$ cat src/rtl/msps_pkg.sv
// Package for the multi-channel servo pulse sequencer.
// Holds the command codes, the reset tables and the scaling constants;
// it depends on nothing else.
package msps_pkg;

  // Command carried by one input item.
  typedef enum logic [1:0] {
    OP_TICK   = 2'd0,
    OP_LIMITS = 2'd1,
    OP_MOVE   = 2'd2,
    OP_POT    = 2'd3
  } op_e;

  localparam int unsigned NUM_CHANNELS_DEF = 5;
  localparam int unsigned WIDTH_BITS_DEF   = 16;

  localparam int unsigned FRAME_BITS  = 16;
  localparam int unsigned CHAN_BITS   = 3;
  localparam int unsigned DELTA_BITS  = 13;
  localparam int unsigned LIMIT_BITS  = 16;
  localparam int unsigned REPORT_BITS = 16;
  localparam int unsigned PIN_COUNT   = 5;

  localparam logic [FRAME_BITS-1:0] FRAME_RESET = 16'd12500;

  // The potentiometer full scale is 2**POT_BITS - 1, which lets the
  // division be folded into shifts and adds.
  localparam int unsigned POT_BITS    = 10;
  localparam int unsigned POT_FULL    = (1 << POT_BITS) - 1;
  localparam int unsigned EDGE_MARGIN = 5;

  localparam int unsigned TABLE_SIZE = 16;

  localparam logic [31:0] WIDTH_INIT [TABLE_SIZE] = '{
    32'd900, 32'd1310, 32'd1510, 32'd750, 32'd2500, 32'd0, 32'd0, 32'd0,
    32'd0, 32'd0, 32'd0, 32'd0, 32'd0, 32'd0, 32'd0, 32'd0
  };
  localparam logic [31:0] MIN_INIT [TABLE_SIZE] = '{
    32'd300, 32'd370, 32'd510, 32'd260, 32'd0, 32'd0, 32'd0, 32'd0,
    32'd0, 32'd0, 32'd0, 32'd0, 32'd0, 32'd0, 32'd0, 32'd0
  };
  localparam logic [31:0] MAX_INIT [TABLE_SIZE] = '{
    32'd1500, 32'd1310, 32'd1510, 32'd1600, 32'd5000, 32'd0, 32'd0, 32'd0,
    32'd0, 32'd0, 32'd0, 32'd0, 32'd0, 32'd0, 32'd0, 32'd0
  };

  // Reset width of a channel; channels past the table reset to zero.
  function automatic logic [31:0] width_init(input int unsigned k);
    logic [31:0] v;
    v = '0;
    if (k < TABLE_SIZE) begin
      v = WIDTH_INIT[k[$clog2(TABLE_SIZE)-1:0]];
    end
    return v;
  endfunction

  // Sum of the reset widths of the first n channels, each masked to w bits.
  function automatic logic [63:0] init_sum(input int unsigned n, input int unsigned w);
    logic [63:0] s;
    logic [63:0] mask;
    s    = '0;
    mask = (64'd1 << w) - 64'd1;
    for (int unsigned k = 0; k < n; k++) begin
      s = s + ({32'd0, width_init(k)} & mask);
    end
    return s;
  endfunction

endpackage

$ cat src/rtl/msps_pot_scale.sv
// Potentiometer scaling for the servo sequencer: min + pot*(max-min)/1023,
// clamped inside the limits by the edge margin and saturated to the width.
// Depends on msps_pkg.
module msps_pot_scale #(
  parameter int unsigned WIDTH_BITS = msps_pkg::WIDTH_BITS_DEF
) (
  input  logic [msps_pkg::POT_BITS+WIDTH_BITS-1:0] prod_i,
  input  logic [WIDTH_BITS-1:0]                    low_i,
  input  logic [WIDTH_BITS-1:0]                    high_i,
  output logic [WIDTH_BITS-1:0]                    width_o
);
  import msps_pkg::*;

  localparam int unsigned PW = POT_BITS + WIDTH_BITS;
  localparam int unsigned NT = PW / POT_BITS + 1;
  localparam int unsigned SW = WIDTH_BITS + 2;

  logic [PW:0]            est;
  logic [PW:0]            q_est;
  logic [PW:0]            rem;
  logic [WIDTH_BITS-1:0]  quot;
  logic signed [SW-1:0]   lo_s;
  logic signed [SW-1:0]   hi_s;
  logic signed [SW-1:0]   top_s;
  logic signed [SW-1:0]   bot_s;
  logic signed [SW-1:0]   pos_s;
  logic signed [SW-1:0]   res_s;

  // x/1023 is x/1024 times 1 + 1/1024 + 1/1024^2 + ...; the truncated
  // series undershoots by at most one, which the remainder check repairs.
  always_comb begin
    est = '0;
    for (int unsigned k = 0; k < NT; k++) begin
      est = est + (PW+1)'(prod_i >> (k * POT_BITS));
    end
    q_est = est >> POT_BITS;
    rem   = {1'b0, prod_i} - (q_est << POT_BITS) + q_est;
    quot  = WIDTH_BITS'(q_est) + WIDTH_BITS'(rem >= (PW+1)'(POT_FULL));
  end

  always_comb begin
    lo_s  = $signed({2'b00, low_i});
    hi_s  = $signed({2'b00, high_i});
    top_s = hi_s - SW'(EDGE_MARGIN);
    bot_s = lo_s + SW'(EDGE_MARGIN);
    pos_s = lo_s + $signed({2'b00, quot});
    if (hi_s < lo_s) begin
      res_s = top_s;
    end else if (pos_s > top_s) begin
      res_s = top_s;
    end else if (pos_s < bot_s) begin
      res_s = bot_s;
    end else begin
      res_s = pos_s;
    end
    if (res_s < 0) begin
      width_o = '0;
    end else if (res_s[SW-1:WIDTH_BITS] != 2'b00) begin
      width_o = '1;
    end else begin
      width_o = res_s[WIDTH_BITS-1:0];
    end
  end

endmodule

$ cat src/rtl/multi_servo_pulse_sequencer.sv
// Top level of the multi-channel servo pulse sequencer.
// Depends on msps_pkg and msps_pot_scale.
//
// Every input item is either one timer tick or one command on a channel's
// limits or width, and the block takes one item per clock while input
// ready is high. An item is held in the input register, where the addressed
// channel's width and limits are read and the potentiometer product is
// formed, and then passes through the command and phase logic, whose
// result is held in the output register until it is taken. Input
// ready drops only while both registers are full and the output is not
// being taken. The channel widths sit in a small register file whose
// reset values come from per-entry valid bits, so there is no clearing
// pass after reset. The frame period may be written whenever the block
// is idle and takes effect on the next gap.
module multi_servo_pulse_sequencer #(
  parameter int unsigned NUM_CHANNELS = msps_pkg::NUM_CHANNELS_DEF,
  parameter int unsigned WIDTH_BITS   = msps_pkg::WIDTH_BITS_DEF
) (
  input  logic                                  clk_i,
  input  logic                                  rst_ni,
  input  logic                                  cfg_we_i,
  input  logic [msps_pkg::FRAME_BITS-1:0]       cfg_wdata_i,
  input  logic                                  in_valid_i,
  output logic                                  in_ready_o,
  input  logic [1:0]                            op_i,
  input  logic [msps_pkg::CHAN_BITS-1:0]        channel_i,
  input  logic signed [msps_pkg::DELTA_BITS-1:0] delta_i,
  input  logic [msps_pkg::POT_BITS-1:0]         pot_value_i,
  input  logic [msps_pkg::LIMIT_BITS-1:0]       low_limit_i,
  input  logic [msps_pkg::LIMIT_BITS-1:0]       high_limit_i,
  output logic                                  out_valid_o,
  input  logic                                  out_ready_i,
  output logic [msps_pkg::PIN_COUNT-1:0]        servo_pins_o,
  output logic                                  frame_start_o,
  output logic                                  applied_o,
  output logic [msps_pkg::REPORT_BITS-1:0]      width_now_o
);
  import msps_pkg::*;

  localparam int unsigned AW  = (NUM_CHANNELS > 1) ? $clog2(NUM_CHANNELS) : 1;
  localparam int unsigned PHW = $clog2(NUM_CHANNELS + 1);
  localparam int unsigned SUMW = WIDTH_BITS + $clog2(NUM_CHANNELS + 1);
  localparam int unsigned TW  = (WIDTH_BITS > FRAME_BITS) ? WIDTH_BITS : FRAME_BITS;
  localparam int unsigned PW  = POT_BITS + WIDTH_BITS;
  localparam int unsigned CW  = ((WIDTH_BITS > DELTA_BITS) ? WIDTH_BITS : DELTA_BITS) + 2;
  localparam int unsigned GW  = ((SUMW > FRAME_BITS) ? SUMW : FRAME_BITS) + 2;
  localparam logic [PHW-1:0]  GAP_PHASE = PHW'(NUM_CHANNELS);
  localparam logic [SUMW-1:0] SUM_RESET = SUMW'(init_sum(NUM_CHANNELS, WIDTH_BITS));

  // Configuration.
  logic [FRAME_BITS-1:0] frame_q;

  // Channel storage.
  logic [WIDTH_BITS-1:0] pw_mem [NUM_CHANNELS];
  logic [NUM_CHANNELS-1:0] pw_vld_q;
  logic [WIDTH_BITS-1:0] min_q [NUM_CHANNELS];
  logic [WIDTH_BITS-1:0] max_q [NUM_CHANNELS];
  logic [SUMW-1:0]       sum_q, sum_d;

  // Sequencer state.
  logic [PHW-1:0]        phase_q, phase_d;
  logic [TW-1:0]         tick_q, tick_d;
  logic                  live_q, live_d;
  logic [WIDTH_BITS-1:0] nxt_width_q;
  logic [PHW-1:0]        nxt_ph;

  // Input stage.
  logic                  s1_valid_q;
  op_e                   s1_op_q;
  logic                  s1_ok_q;
  logic [AW-1:0]         s1_addr_q;
  logic signed [DELTA_BITS-1:0] s1_delta_q;
  logic [WIDTH_BITS-1:0] s1_lo_in_q, s1_hi_in_q;
  logic [WIDTH_BITS-1:0] s1_width_q, s1_min_q, s1_max_q;
  logic [PW-1:0]         s1_prod_q;

  // Output register.
  logic                  out_valid_q;
  logic [PIN_COUNT-1:0]  out_pins_q;
  logic                  out_start_q, out_applied_q;
  logic [REPORT_BITS-1:0] out_width_q;

  logic                  accept, adv;
  logic [AW-1:0]         in_addr;
  logic                  in_ok;
  logic [WIDTH_BITS-1:0] lo0, hi0;
  logic [PW-1:0]         prod0;

  logic                  wr_pw, wr_lim;
  logic [WIDTH_BITS-1:0] new_w, pot_w, width_after;
  logic [WIDTH_BITS:0]   centre_sum;
  logic signed [CW-1:0]  cand;
  logic                  move_ok;
  logic                  starts;
  logic signed [GW-1:0]  gap;
  logic [PIN_COUNT-1:0]  pins_d;

  assign adv        = s1_valid_q && (!out_valid_q || out_ready_i);
  assign in_ready_o = !s1_valid_q || adv;
  assign accept     = in_valid_i && in_ready_o;

  // ---------------------------------------------------------------------
  // Read side of the input stage, with bypass from the write in progress.
  // ---------------------------------------------------------------------
  assign in_addr = AW'(channel_i);
  assign in_ok   = 32'(channel_i) < NUM_CHANNELS;

  always_comb begin
    lo0 = '0;
    hi0 = '0;
    if (in_ok) begin
      if (wr_lim && s1_addr_q == in_addr) begin
        lo0 = s1_lo_in_q;
        hi0 = s1_hi_in_q;
      end else begin
        lo0 = min_q[in_addr];
        hi0 = max_q[in_addr];
      end
    end
    prod0 = PW'(pot_value_i) * PW'(hi0 - lo0);
  end

  always_ff @(posedge clk_i) begin
    if (accept) begin
      s1_op_q    <= op_e'(op_i);
      s1_ok_q    <= in_ok;
      s1_addr_q  <= in_addr;
      s1_delta_q <= delta_i;
      s1_lo_in_q <= WIDTH_BITS'(low_limit_i);
      s1_hi_in_q <= WIDTH_BITS'(high_limit_i);
      s1_min_q   <= lo0;
      s1_max_q   <= hi0;
      s1_prod_q  <= prod0;
      if (!in_ok) begin
        s1_width_q <= '0;
      end else if (wr_pw && s1_addr_q == in_addr) begin
        s1_width_q <= new_w;
      end else if (pw_vld_q[in_addr]) begin
        s1_width_q <= pw_mem[in_addr];
      end else begin
        s1_width_q <= WIDTH_BITS'(width_init(32'(in_addr)));
      end
    end
  end

  always_ff @(posedge clk_i or negedge rst_ni) begin
    if (!rst_ni) begin
      s1_valid_q <= 1'b0;
    end else if (accept) begin
      s1_valid_q <= 1'b1;
    end else if (adv) begin
      s1_valid_q <= 1'b0;
    end
  end

  // ---------------------------------------------------------------------
  // Command and phase logic.
  // ---------------------------------------------------------------------
  msps_pot_scale #(
    .WIDTH_BITS (WIDTH_BITS)
  ) u_pot_scale (
    .prod_i  (s1_prod_q),
    .low_i   (s1_min_q),
    .high_i  (s1_max_q),
    .width_o (pot_w)
  );

  always_comb begin
    centre_sum = {1'b0, s1_lo_in_q} + {1'b0, s1_hi_in_q};
    cand       = $signed({{(CW-WIDTH_BITS){1'b0}}, s1_width_q}) + CW'(s1_delta_q);
    move_ok    = (cand >= $signed({{(CW-WIDTH_BITS){1'b0}}, s1_min_q})) &&
                 (cand <= $signed({{(CW-WIDTH_BITS){1'b0}}, s1_max_q}));
    wr_pw  = 1'b0;
    wr_lim = 1'b0;
    new_w  = s1_width_q;
    case (s1_op_q)
      OP_TICK: begin
        new_w = s1_width_q;
      end
      OP_LIMITS: begin
        wr_pw  = adv && s1_ok_q;
        wr_lim = adv && s1_ok_q;
        new_w  = centre_sum[WIDTH_BITS:1];
      end
      OP_MOVE: begin
        wr_pw = adv && s1_ok_q && move_ok;
        new_w = cand[WIDTH_BITS-1:0];
      end
      OP_POT: begin
        wr_pw = adv && s1_ok_q;
        new_w = pot_w;
      end
      default: begin
        new_w = s1_width_q;
      end
    endcase
    width_after = wr_pw ? new_w : s1_width_q;
    sum_d = sum_q;
    if (wr_pw) begin
      sum_d = sum_q - SUMW'(s1_width_q) + SUMW'(new_w);
    end
  end

  // A phase of length L loads L-1 on entry and counts down to zero; the
  // tick that finds zero enters the next phase.
  always_comb begin
    phase_d = phase_q;
    tick_d  = tick_q;
    live_d  = live_q;
    starts  = 1'b0;
    gap     = $signed({{(GW-FRAME_BITS){1'b0}}, frame_q}) -
              $signed({{(GW-SUMW){1'b0}}, sum_q});
    if (adv && s1_op_q == OP_TICK) begin
      if (tick_q != '0) begin
        tick_d = tick_q - TW'(1);
      end else begin
        if (phase_q == GAP_PHASE) begin
          phase_d = '0;
          starts  = 1'b1;
        end else begin
          phase_d = phase_q + PHW'(1);
        end
        if (phase_d != GAP_PHASE) begin
          live_d = nxt_width_q != '0;
          tick_d = (nxt_width_q != '0) ? TW'(nxt_width_q - WIDTH_BITS'(1)) : '0;
        end else begin
          live_d = 1'b0;
          tick_d = (gap < 1) ? '0 : TW'(gap - GW'(1));
        end
      end
    end
    for (int unsigned k = 0; k < PIN_COUNT; k++) begin
      pins_d[k] = live_d && (phase_d != GAP_PHASE) && (32'(phase_d) == k);
    end
    nxt_ph = (phase_d == GAP_PHASE) ? '0 : phase_d + PHW'(1);
  end

  // ---------------------------------------------------------------------
  // State registers.
  // ---------------------------------------------------------------------
  always_ff @(posedge clk_i or negedge rst_ni) begin
    if (!rst_ni) begin
      frame_q <= FRAME_RESET;
    end else if (cfg_we_i) begin
      frame_q <= cfg_wdata_i;
    end
  end

  always_ff @(posedge clk_i) begin
    if (wr_pw) begin
      pw_mem[s1_addr_q] <= new_w;
    end
  end

  always_ff @(posedge clk_i or negedge rst_ni) begin
    if (!rst_ni) begin
      pw_vld_q <= '0;
    end else if (wr_pw) begin
      pw_vld_q[s1_addr_q] <= 1'b1;
    end
  end

  always_ff @(posedge clk_i or negedge rst_ni) begin
    if (!rst_ni) begin
      for (int unsigned k = 0; k < NUM_CHANNELS; k++) begin
        min_q[k] <= WIDTH_BITS'(MIN_INIT[k]);
        max_q[k] <= WIDTH_BITS'(MAX_INIT[k]);
      end
    end else if (wr_lim) begin
      min_q[s1_addr_q] <= s1_lo_in_q;
      max_q[s1_addr_q] <= s1_hi_in_q;
    end
  end

  // Width of the channel that the next phase change will enter, kept one
  // step ahead so that a tick never waits on the width store.
  always_ff @(posedge clk_i or negedge rst_ni) begin
    if (!rst_ni) begin
      nxt_width_q <= WIDTH_BITS'(width_init(0));
    end else if (32'(nxt_ph) < NUM_CHANNELS) begin
      if (wr_pw && s1_addr_q == AW'(nxt_ph)) begin
        nxt_width_q <= new_w;
      end else if (pw_vld_q[AW'(nxt_ph)]) begin
        nxt_width_q <= pw_mem[AW'(nxt_ph)];
      end else begin
        nxt_width_q <= WIDTH_BITS'(width_init(32'(nxt_ph)));
      end
    end else begin
      nxt_width_q <= '0;
    end
  end

  always_ff @(posedge clk_i or negedge rst_ni) begin
    if (!rst_ni) begin
      phase_q <= GAP_PHASE;
      tick_q  <= '0;
      live_q  <= 1'b0;
      sum_q   <= SUM_RESET;
    end else begin
      phase_q <= phase_d;
      tick_q  <= tick_d;
      live_q  <= live_d;
      sum_q   <= sum_d;
    end
  end

  // ---------------------------------------------------------------------
  // Output register.
  // ---------------------------------------------------------------------
  always_ff @(posedge clk_i or negedge rst_ni) begin
    if (!rst_ni) begin
      out_valid_q <= 1'b0;
    end else if (adv) begin
      out_valid_q <= 1'b1;
    end else if (out_ready_i) begin
      out_valid_q <= 1'b0;
    end
  end

  always_ff @(posedge clk_i) begin
    if (adv) begin
      out_pins_q    <= pins_d;
      out_start_q   <= starts;
      out_applied_q <= wr_pw;
      out_width_q   <= s1_ok_q ? REPORT_BITS'(width_after) : '0;
    end
  end

  assign out_valid_o   = out_valid_q;
  assign servo_pins_o  = out_pins_q;
  assign frame_start_o = out_start_q;
  assign applied_o     = out_applied_q;
  assign width_now_o   = out_width_q;

endmodule

$ cat config.mk
export PLATFORM = sky130hd
export DESIGN_NAME = multi_servo_pulse_sequencer
export DESIGN_NICKNAME = d
export VERILOG_FILES = /design/src/rtl/msps_pkg.sv /design/src/rtl/msps_pot_scale.sv /design/src/rtl/multi_servo_pulse_sequencer.sv
export SDC_FILE = /design/constraint.sdc
export NUM_CORES = 2
export LEC_CHECK = 0
export BUFFER_PORTS_ARGS = -buffer_cell sky130_fd_sc_hd__buf_2
export CAP_MARGIN = 0
export CORE_UTILIZATION = 40
export CTS_CLUSTER_SIZE = 40
export DETAILED_ROUTE_END_ITERATION = 6
export GPL_ROUTABILITY_DRIVEN = 0
export PLACE_DENSITY = 0.54
export SETUP_SLACK_MARGIN = 0.15
export SYNTH_ARGS = -nofsm -noshare
export SYNTH_HDL_FRONTEND = slang
export SYNTH_SLANG_ARGS = --single-unit
$ cat constraint.sdc
create_clock -name clk_i -period 13.33 [get_ports clk_i]
set_input_delay 3.3325 -clock clk_i [delete_from_list [all_inputs] [get_ports clk_i]]
set_output_delay 3.3325 -clock clk_i [all_outputs]
set_load 0.005 [all_outputs]
# Word-level counts from Yosys, hierarchy flattened
# Memory sizes are Yosys's and may differ from the RTL's.
# Cells that the tools add are included.
# totals
rom_bits	1024
ram_bits	80
out_inout_bits	25
word_cells	182
register_bits	386
input_bits	81
memories	3
# memory_table
memory	depth	word_bits	read_ports	rd_ports_with_merged_regs	wr	line	rtl
(no name shown)	16	32	1	0	0	msps_pkg.sv:52	v = WIDTH_INIT[k[$clog2(TABLE_SIZE)-1:0]];
(no name shown)	16	32	1	0	0	msps_pkg.sv:52	
pw_mem	5	16	2	0	1	multi_servo_pulse_sequencer.sv:54	logic [WIDTH_BITS-1:0] pw_mem [NUM_CHANNELS];
# classes
n_mux	58
n_addsub	19
multipliers	1
magnitude_cmp	19
n_bitwise	6
n_eq_ne	13
n_reduce_logical	30
# ops
operator	count
$mux 16	25
$bwmux 80	2
$bmux 16 s3	2
$pmux 16 s4	1
$mux 18	3
$demux 16 s3	1
$add 16x16->17	2
$reduce_bool 16->1	2
$sub 16x1->16 const B	2
$add 26x16->27	1
$add 27x17->27	1
$add 27x6->27	1
$ge 27x10->1 const B	1
$sub 26x27->27	1
$mul 11x17->26	1
$lt 20x2->1 const B	1
$sub 16x19->20	1
$add 19x16->19	1
$sub 19x16->19	1
$add 17x13->18	1
$ge 18x17->1	1
$gt 18x18->1	1
$le 18x17->1	1
$lt 18x1->1 const B	1
37 further kinds	91

# Logic depth before layout (Yosys ltp)
# depth
word_depth	17
ltp_mapped	64
ltp_nobuf	63

# By module
# Synthesis repeated with hierarchy kept, for this count alone.
# hier_totals
cells_unflattened	3576
area_unflattened_um2	37669.9
# by_module_without_submodules
mod	area_per_inst_um2	seq_area_each_um2	cells_per_inst	n_inst
multi_servo_pulse_sequencer	31711.7	12886.1	2781	1
msps_pot_scale	5958.2	0.0	795	1

# Worst setup path after synthesis
# OpenSTA, ideal clock, no wires.
# synth_timing
path_type	flip-flop to flip-flop
from	register s1_prod_q[23]
to	register sum_q[18]
setup_slack_ns	0.034
required_ns	13.194
t_arrival_ns	13.160
path_stages_with_launch	61
setup_time_ns	0.136
path_buffers	3
period_less_slack_ns	13.296
cell_sequence	edfxtp_1 inv_1 fa_1 inv_1 ha_1 and4b_1 a221oi_1 o21ai_0 o311ai_0 nand2_1 o311a_1 and3_1 ha_1 inv_1 fa_1 inv_1 ha_1 clkbuf_1 (+25 left out) nor2_1 nor4_1 buf_2 buf_2 nor4bb_1 o21ai_0 fa_1 ha_1 nor2b_1 o21ai_0 o21ai_0 o41a_1 a41oi_1 a21oi_1 a41o_1 o41ai_1 xnor2_1 o21ai_0
# synth_via
elab_chain_cells	16
elab_cells_between_ends	18
classes_between	add/sub (7); order compare (4); mux (6); reduce/logical (1)
# synth_rtl
item	line	rtl
start, declared	multi_servo_pulse_sequencer.sv:75	logic [PW-1:0] s1_prod_q;
start signal, assigned	multi_servo_pulse_sequencer.sv:133	s1_prod_q <= prod0;
$add 26x16->27	msps_pot_scale.sv:34	est = est + (PW+1)'(prod_i >> (k * POT_BITS));
$add 27x6->27	msps_pot_scale.sv:34	
$sub 26x27->27	msps_pot_scale.sv:37	rem = {1'b0, prod_i} - (q_est << POT_BITS) + q_est;
$add 27x17->27	msps_pot_scale.sv:37	
$ge 27x10->1	msps_pot_scale.sv:38	quot = WIDTH_BITS'(q_est) + WIDTH_BITS'(rem >= (PW+1)'(POT_FULL));
$add 16x1->16 *	msps_pot_scale.sv:38	
$add 16x16->17 *	msps_pot_scale.sv:46	pos_s = lo_s + $signed({2'b00, quot});
$lt 18x18->1	msps_pot_scale.sv:51	end else if (pos_s < bot_s) begin
$mux 18	msps_pot_scale.sv:51	
$mux 18 *	msps_pot_scale.sv:49	end else if (pos_s > top_s) begin
$mux 18 *	msps_pot_scale.sv:47	if (hi_s < lo_s) begin
branches (longest 2 deep; another with $lt 18x1->1)	--	
$mux 16 *	msps_pot_scale.sv:56	if (res_s < 0) begin
$pmux 16 s4 *	multi_servo_pulse_sequencer.sv:176	case (s1_op_q)
named net new_w[2]	multi_servo_pulse_sequencer.sv:90	logic [WIDTH_BITS-1:0] new_w, pot_w, width_after;
$add 19x16->19 *	multi_servo_pulse_sequencer.sv:200	sum_d = sum_q - SUMW'(s1_width_q) + SUMW'(new_w);
end signal, assigned	multi_servo_pulse_sequencer.sv:303	sum_q <= sum_d;
end, declared	multi_servo_pulse_sequencer.sv:58	logic [SUMW-1:0] sum_q, sum_d;
# Mark *: on every way through the listed nets, which the timed path passes.
# A chain may end at the register's enable or synchronous reset.

# Worst setup path in the final report
# layout_timing
from	register s1_prod_q[14]
to	register sum_q[17]
# layout_via
elab_chain_cells	16
elab_cells_between_ends	18
classes_between	add/sub (7); order compare (4); mux (6); reduce/logical (1)
# layout_rtl
item	line
$add 26x16->27	msps_pot_scale.sv:34
$add 27x6->27	msps_pot_scale.sv:34
$sub 26x27->27	msps_pot_scale.sv:37
$add 27x17->27	msps_pot_scale.sv:37
$ge 27x10->1	msps_pot_scale.sv:38
$add 16x1->16 *	msps_pot_scale.sv:38
$add 16x16->17 *	msps_pot_scale.sv:46
$lt 18x18->1	msps_pot_scale.sv:51
$mux 18	msps_pot_scale.sv:51
$mux 18 *	msps_pot_scale.sv:49
$mux 18 *	msps_pot_scale.sv:47
branches (longest 2 deep; another with $lt 18x1->1)	--
$mux 16 *	msps_pot_scale.sv:56
$pmux 16 s4 *	multi_servo_pulse_sequencer.sv:176
$add 19x16->19 *	multi_servo_pulse_sequencer.sv:200
# Every way passes the cells marked *.

==> metrics.yaml <==
drc_errors: 0
path_max_fanout: 6
worst_ep_arrival_time_ps: 13280
area.growth.synth_to_final_pct: 15.0
grt_setup_unrepaired: "true"
critPathTopFamily: "compound AO/OA/AOI/OAI gates"
diodes: 0
netlist_area_um2: 37900
yosysTopAreaCell: "edfxtp_1"
cp.required_ps: 13810
critPathMaxStageDelay_ps: 570
critical_path_class: "flop to flop"
dpl.hpwl_um: 83700
root_buffer: "clkbuf_16"
drt_iter0_markers: 1999
start_util_pct: 40.5
cts.reportedPaths.clkPinSlew_ps: 60
syn_inst: 3750
chipHeight_um: 310
drive_above_1_share_pct: 21.5
crit_buf_inv: 8
crit_path_end_kind: "flop"
final_common_cell: "inv_1"
route.vias.total: 29100
outcome: "finished, final reports clean"
htreeDepth: 2
rr_worst_depth: 62
drt_pass1_iterations: 6
antenna_found_initial: 0
synthDistinctLibCells: 97
multi_input_area_um2: 23700
max_freq_ghz: 0.0781
fin_crit_ps: 12800
drv_cap: 0
pre_cts_ws_ps: -230
holdPathStages: 2
placementRows: 112
die_w_um: 310
grt_usage_pct: 23.0
cts_tree: "built"
seqCellArea_um2: 12900
min_from: "sum_q[9]"
grt_max_degree: 65
setup_slack_ps: 530
grt-ovfl-total: 0
final.period_utilization_pct: 96.0
r2r_slack_ps: 530
core_um2: 93600
seq_area_frac_synth_pct: 34.0
finalWirelength_um: 110000
synthArstFlopShare_pct: 51.1
synth-edff-count: 228
fillerInstances: 8950
hp-class: "flop to flop"
relSlewSlack_pct: 30.0
fin_nets: 4564
regToRegStartpoint: "s1_prod_q[14]"
cts-hold-fix-buffers: 0
ys_ff_latch: 466
critPathLaunchType: "flop"
cpMaxStageDelayCell: "fa_1"
wl_per_cell_um: 20.9
synth-main-ff-cell: "edfxtp_1"
worstSkewPairLatency_ps: 640
grt_pass1_wl_um: 170000
maxSlewViolCount: 0
setup_viol: 0
grt_pass1_vias: 28500
finClkSkew_ps: 43.3
numCtsBuffers: 54
vias_per_cell: 5.51
clk_path_buf_depth: 3
ios: 106
r2r-end: "sum_q[17]"
dieArea_um2: 96000
hold_viol_final: 0
io_buffers: 105
layout_common_cells: "inv_1, ha_1, nand2_1, edfxtp_1, buf_4"
holdPathEnd: "sum_q[9]"
synth_fp_nets: 4330
cts_num_sinks: 466
synth_top_area_share_pct: 18.1
ys_warn_count: 0
synthTopCellsByArea: "edfxtp_1, dfrtp_1, ha_1"
ant_nets: 0
worst_pin_slew_ps: 1040
avgSynthCellArea_um2: 10.1
## worst reg2reg max path: cells and delay by family (launching register included)
kind / cells / cell delay, ps
buf+inv: 8 / 780
fa+ha+maj: 11 / 3360
mux: 1 / 300
compound gates: 24 / 4490
simple gates: 14 / 2860
xor+xnor: 4 / 490
flops: 1 / 380
## Yosys cell counts, types with 28 or more instances
master and count:
dfstp_2 67, o21a_1 28, or3_1 28, and3_1 28, dfrtp_1 171, inv_1 400
a21oi_1 191, mux4_2 46, o21ai_0 181, nor2_1 188, nand2_1 286, o22ai_1 29
and2_1 107, mux2_2 182, a21o_1 59, edfxtp_1 228, nand3_1 109, nor3_1 71
mux2i_1 35, nor2b_1 54, ha_1 321, xor2_1 55, nand2b_1 34, fa_1 178
clkbuf_1 103, xnor2_1 150
## through the flow
step / hold slack, ps / instances / util [%] / area, um2 / TNS [ps]
final: 468 / 5284 / 46.6 / 43600 / 0
after global routing: 508 / 5284 / 46.6 / 43600 / -302
after CTS: 471 / 5265 / 45.8 / 42900 / 0
after detailed placement: 464 / 5155 / 43.7 / 40900 / -667
after global placement: 463 / 5155 / 43.7 / 40900 / -89.5
after floorplan: 450 / 3750 / - / 37900 / 0
## what timing repair did
action                     CTS  global route
resized for setup           12           129
cloned                       0             0
setup buffers                8            19
pin swaps                    4            66
setup endpoints to repair    8            14
## cells by family after synthesis
logic type | count (synthesis) | synth area share [%]
AOI/OAI and AO/OA | 765 | 13.3
xor gates and xnor gates | 205 | 4.74
adders and majority gates | 499 | 20.0
buffers and inverters | 533 | 5.40
DFF | 466 | 34.0
muxes | 266 | 9.20
and+or+nand+nor | 1016 | 13.4
## flip-flops by register name, indices dropped and copies added, names as in the netlist, 19 cells and up
signal and count:
max_q 80, min_q 80, pw_mem 80, s1_prod_q 26, sum_q 19
## area by class of cell
cell class,instances,share of cell area (%)
inverter,403,3.47
timing repair buffer,308,4.81
tap,1254,3.60
sequential,466,29.6
clock buffer,74,3.56
clock inverter,28,0.709
multi-input combinational,2751,54.3
## layer usage
| layer | vias up | wire length (um) | GRT usage (%) |
|---|---|---|---|
| met5 | - | 0 | 0 |
| met1 | 14500 | 52100 | 33.6 |
| li1 | 13800 | - | - |
| met2 | 701 | 50900 | 36.9 |
| met4 | 0 | 1830 | 4.67 |
| met3 | 103 | 5400 | 2.12 |
## worst max-delay path by stage
| stage | cells after the start | slack, ps | startpoint | endpoint |
|---|---|---|---|---|
| 2_1_floorplan | 60 | 210 | s1_prod_q[23] | sum_q[18] |
| 3_5_place_dp | 61 | -230 | s1_prod_q[14] | sum_q[15] |
| 3_3_place_gp | 62 | -40 | s1_prod_q[3] | sum_q[17] |
| 6_report | 62 | 530 | s1_prod_q[14] | sum_q[17] |
| 5_1_grt | 58 | -140 | s1_prod_q[2] | sum_q[15] |
| 4_1_cts | 63 | 150 | s1_prod_q[14] | sum_q[18] |
Power is left out: the tool's default activity adds up to more than one toggle a clock period on the data nets, which glitch-free logic cannot reach.
